==> config.mk <==
export PLATFORM = sky130hd
export DESIGN_NAME = qau_mulq
export DESIGN_NICKNAME = d
export VERILOG_FILES = /design/src/hw/rtl/qau_pkg.sv /design/src/hw/rtl/qau_mulq.sv
export SDC_FILE = /design/constraint.sdc
export NUM_CORES = 2
export LEC_CHECK = 0
export ABC_CLOCK_PERIOD_IN_PS = 9200
export BUFFER_PORTS_ARGS = -buffer_cell sky130_fd_sc_hd__clkbuf_2
export CAP_MARGIN = 10
export CORE_MARGIN = 3
export CORE_UTILIZATION = 50
export DETAILED_ROUTE_END_ITERATION = 7
export MAX_ROUTING_LAYER = met4
export PLACE_DENSITY = 0.75
export SYNTH_ARGS = -nofsm -noshare
export SYNTH_HDL_FRONTEND = slang
export SYNTH_SLANG_ARGS = --single-unit
==> constraint.sdc <==
create_clock -name aclk -period 9.2 [get_ports aclk]
set_input_delay 1.84 -clock aclk [delete_from_list [all_inputs] [get_ports aclk]]
set_output_delay 1.84 -clock aclk [all_outputs]
set_load 0.01 [all_outputs]
==> src/hw/rtl/qau_pkg.sv <==
// Shared types and constants for the quaternion arithmetic unit.
package qau_pkg;

    localparam int DATA_W = 32;

    localparam logic signed [DATA_W-1:0] S32_MAX = 32'sh7fff_ffff;
    localparam logic signed [DATA_W-1:0] S32_MIN = 32'sh8000_0000;

    typedef enum logic [2:0] {
        OP_PRODUCT = 3'd0,
        OP_ROTATE  = 3'd1,
        OP_ADD     = 3'd2,
        OP_SUB     = 3'd3,
        OP_NEG     = 3'd4,
        OP_SCALE   = 3'd5
    } qau_op_t;

    typedef struct packed {
        logic [2:0]               func;
        logic signed [DATA_W-1:0] a_x;
        logic signed [DATA_W-1:0] a_y;
        logic signed [DATA_W-1:0] a_z;
        logic signed [DATA_W-1:0] a_w;
        logic signed [DATA_W-1:0] b_x;
        logic signed [DATA_W-1:0] b_y;
        logic signed [DATA_W-1:0] b_z;
        logic signed [DATA_W-1:0] b_w;
    } qau_in_t;

    typedef struct packed {
        logic signed [DATA_W-1:0] res_x;
        logic signed [DATA_W-1:0] res_y;
        logic signed [DATA_W-1:0] res_z;
        logic signed [DATA_W-1:0] res_w;
        logic                     overflow;
    } qau_out_t;

endpackage

==> src/hw/rtl/qau_mulq.sv <==
// Registered fixed-point multiply: full signed product, floor-shifted by the fraction width.
module qau_mulq #(
    parameter int FRAC_BITS = 16
) (
    input  logic                                aclk,
    input  logic                                en,
    input  logic signed [qau_pkg::DATA_W-1:0]   a,
    input  logic signed [qau_pkg::DATA_W-1:0]   b,
    output logic signed [2*qau_pkg::DATA_W-FRAC_BITS-1:0] p
);
    import qau_pkg::*;

    localparam int FULL_W = 2 * DATA_W;

    logic signed [FULL_W-1:0]          full;
    logic signed [FULL_W-FRAC_BITS-1:0] p_reg;

    assign full = FULL_W'(a) * FULL_W'(b);

    // dropping the low bits is an arithmetic shift, i.e. floor
    always_ff @(posedge aclk) begin
        if (en) begin
            p_reg <= full[FULL_W-1:FRAC_BITS];
        end
    end

    assign p = p_reg;

endmodule

==> run_results.csv <==
group,metric,value,unit
final_layout,finalNetCount,5260,
synthesis,synth-main-ff-cell,"edfxtp_1",
clock_network,cts.path.max_buffers,2,
placement,place_ws,-3.76,ps
clock_network,clkTransAtPathRegs,80,ps
final_layout,final_cell_mix,"fa_1 (1081), inv_1 (948), nand2_1 (513)",
clock_network,cts_tree,"built",
synthesis,synth-seq-cells,48,
sta,slew_headroom,0.516,
grt,grt_pass1_vias,29300,
die,start_util,0.506,
die,coreArea,73100,µm²
clock_network,cts_made_buffers,5,
worst_setup_path,critPathArrivalTime,8970,ps
clock_network,h-tree-depth,2,
clock_network,cts-root-buf,"clkbuf_16",
synthesis,synth_nets,5147,
synthesis,synth.distinct_cells,54,
synthesis,yosys_warnings,0,
grt,grt_max_degree,49,
sta,finalSetupViolations,0,
worst_hold_path,hold_path_depth,2,
outcome,status,"completed",
grt,track_usage,0.261,
die,ios,114,
final_layout,final_common_cell,"fa_1",
worst_setup_path,crit_path_end_kind,"flop",
placement,place_congestion,0.976,
placement,dpl_cell_area,39700,µm²
die,die_x,278,µm
synthesis,ys_top_cells_by_area,"fa_1 (59%), inv_1 (9.6%), and2_1 (8.7%)",
worst_setup_path,criticalPathCategory,"primary input to flop",
synthesis,yosysTopAreaCellShare,0.585,
detailed_routing,drtIter0Drc,1440,
sta,worst_pin_slew,726,ps
grt,antenna_found_initial,6,
synthesis,synthArstFlopShare,0,
detailed_routing,wirelength,93.2,mm
final_layout,fillers,6339,
worst_setup_path,setup.worst_path.start_class,"primary input",
grt,grt_pass1_wl,154,mm
die,die_y,278,µm
run,maxCapViolations,0,
final_layout,drive_gt1_frac,0.0839,
synthesis,synth_edf_count,48,
synthesis,syn_inst,3820,
final_layout,area_growth,7.97,%
worst_setup_path,crit_required,9250,ps
sta,final_hold_viol_count,0,
final_layout,largest_reg_flops,48,
sta,slew_viol_final,0,
sta,clock.fmax,112,MHz
synthesis,syn-cell-area,37000,µm²
worst_setup_path,crit_fanout,24,
clock_network,cts_sinks,48,
placement,portBuffers,113,
worst_hold_path,hold_start,"en",
sta,grt_setup_unrepaired,"no",
sta,finalWorstPathRequiredPeriod,8920,ps
clock_network,cts_setup_buffers,0,
worst_setup_path,crit_start,"b[13]",
synthesis,synth_area_leader_cell,"fa_1",
final_layout,multi_input_area,31200,µm²
final_layout,design_area,39900,µm²
detailed_routing,via_count,25900,
detailed_routing,route.detailed.drc,0,
final_layout,final-seq-area,1440,µm²
detailed_routing,viasPerCell,5.28,
sta,layout_setup_ws,279,ps
placement,dp_hpwl,83.4,mm
detailed_routing,first_pass_iters,6,
sta,holdWs,2190,ps
die,dieArea,77300,µm²
sta,period_share,0.970,
synthesis,yosysSeqAreaShare,0.0390,
die,num_rows,99,
synthesis,synth.avg_cell_area,9.68,µm²
detailed_routing,final_antenna_net_count,0,
worst_hold_path,hp-class,"primary input to flop",
grt,grt_overflow,0,
detailed_routing,avgRoutedWirePerCell,19.0,µm
==> area by class of cell <==
type                            count  share of cell area
Clock buffer                        5             0.00313
Inverter                          950              0.0893
Multi-Input combinational cell   2617               0.781
Clock inverter                      3             0.00172
Sequential cell                    48              0.0361
Antenna cell                        8            0.000501
Tap cell                          959              0.0300
Timing Repair Buffer              311              0.0577
==> worst paths after layout <==
check	slack, ps	end
max	280	p[30]
min	2190	p[37]
==> stage by stage <==
stage          setup TNS (ps)   util  cells
2_1_floorplan               0      -   3820
3_3_place_gp                0  0.543   4885
3_5_place_dp            -3.76  0.543   4885
4_1_cts                     0  0.546   4893
5_1_grt                     0  0.546   4899
6_report                    0  0.546   4901
==> synth_stat cells (4+ instances only) <==
library cell and instances:
o21a_1 6, ha_1 180, a211oi_1 5, a21oi_1 48
edfxtp_1 48, o21ai_0 26, nor3_1 7, nand3_1 12
nand4_1 14, inv_1 950, xnor2_1 40, buf_1 4
o21bai_1 8, nor2_1 46, fa_1 1081, and3_1 7
a21o_1 21, nand2b_1 12, xor2_1 23, nand2_1 513
nor2b_1 4, and2_1 512, clkbuf_1 200
==> kinds of logic (layout without fill, tap and decap cells) <==
kind of cell,after synthesis,in the layout,share of synthesized area
fa+ha+maj,1261,1261,0.646
flops,48,48,0.0390
xor+xnor,63,63,0.0149
other cells,0,8,0
compound gates,153,153,0.0279
simple gates,1140,1140,0.155
buf+inv,1155,1269,0.117
==> per-layer routing <==
layer / share of wire / GRT usage
met1: 0.36 / 0.304
met2: 0.53 / 0.458
met3: 0.060 / 0.0328
met4: 0.054 / 0.114
met5: 0 / -
==> critical path, stage by stage <==
cell and delay, ps:
clkbuf_2 310, and2_1 310, fa_1 470, inv_1 50, fa_1 490, fa_1 520, fa_1 510, inv_1 50
fa_1 590, fa_1 440, fa_1 490, inv_1 60, fa_1 470, inv_1 40, ha_1 370, nand3_1 130
or4_1 580, o21ai_0 410, a211oi_1 210, o31ai_1 300, a21oi_1 130, xnor2_1 160
==> what timing repair did <==
item                                    in CTS  in global routing
endpoints found under the setup margin       0                  7
gates resized for setup                      0                  6
hold buffers                                 0                  0
Power is left out: the tool's default activity adds up to more than one toggle a clock period on the data nets, which glitch-free logic cannot reach.
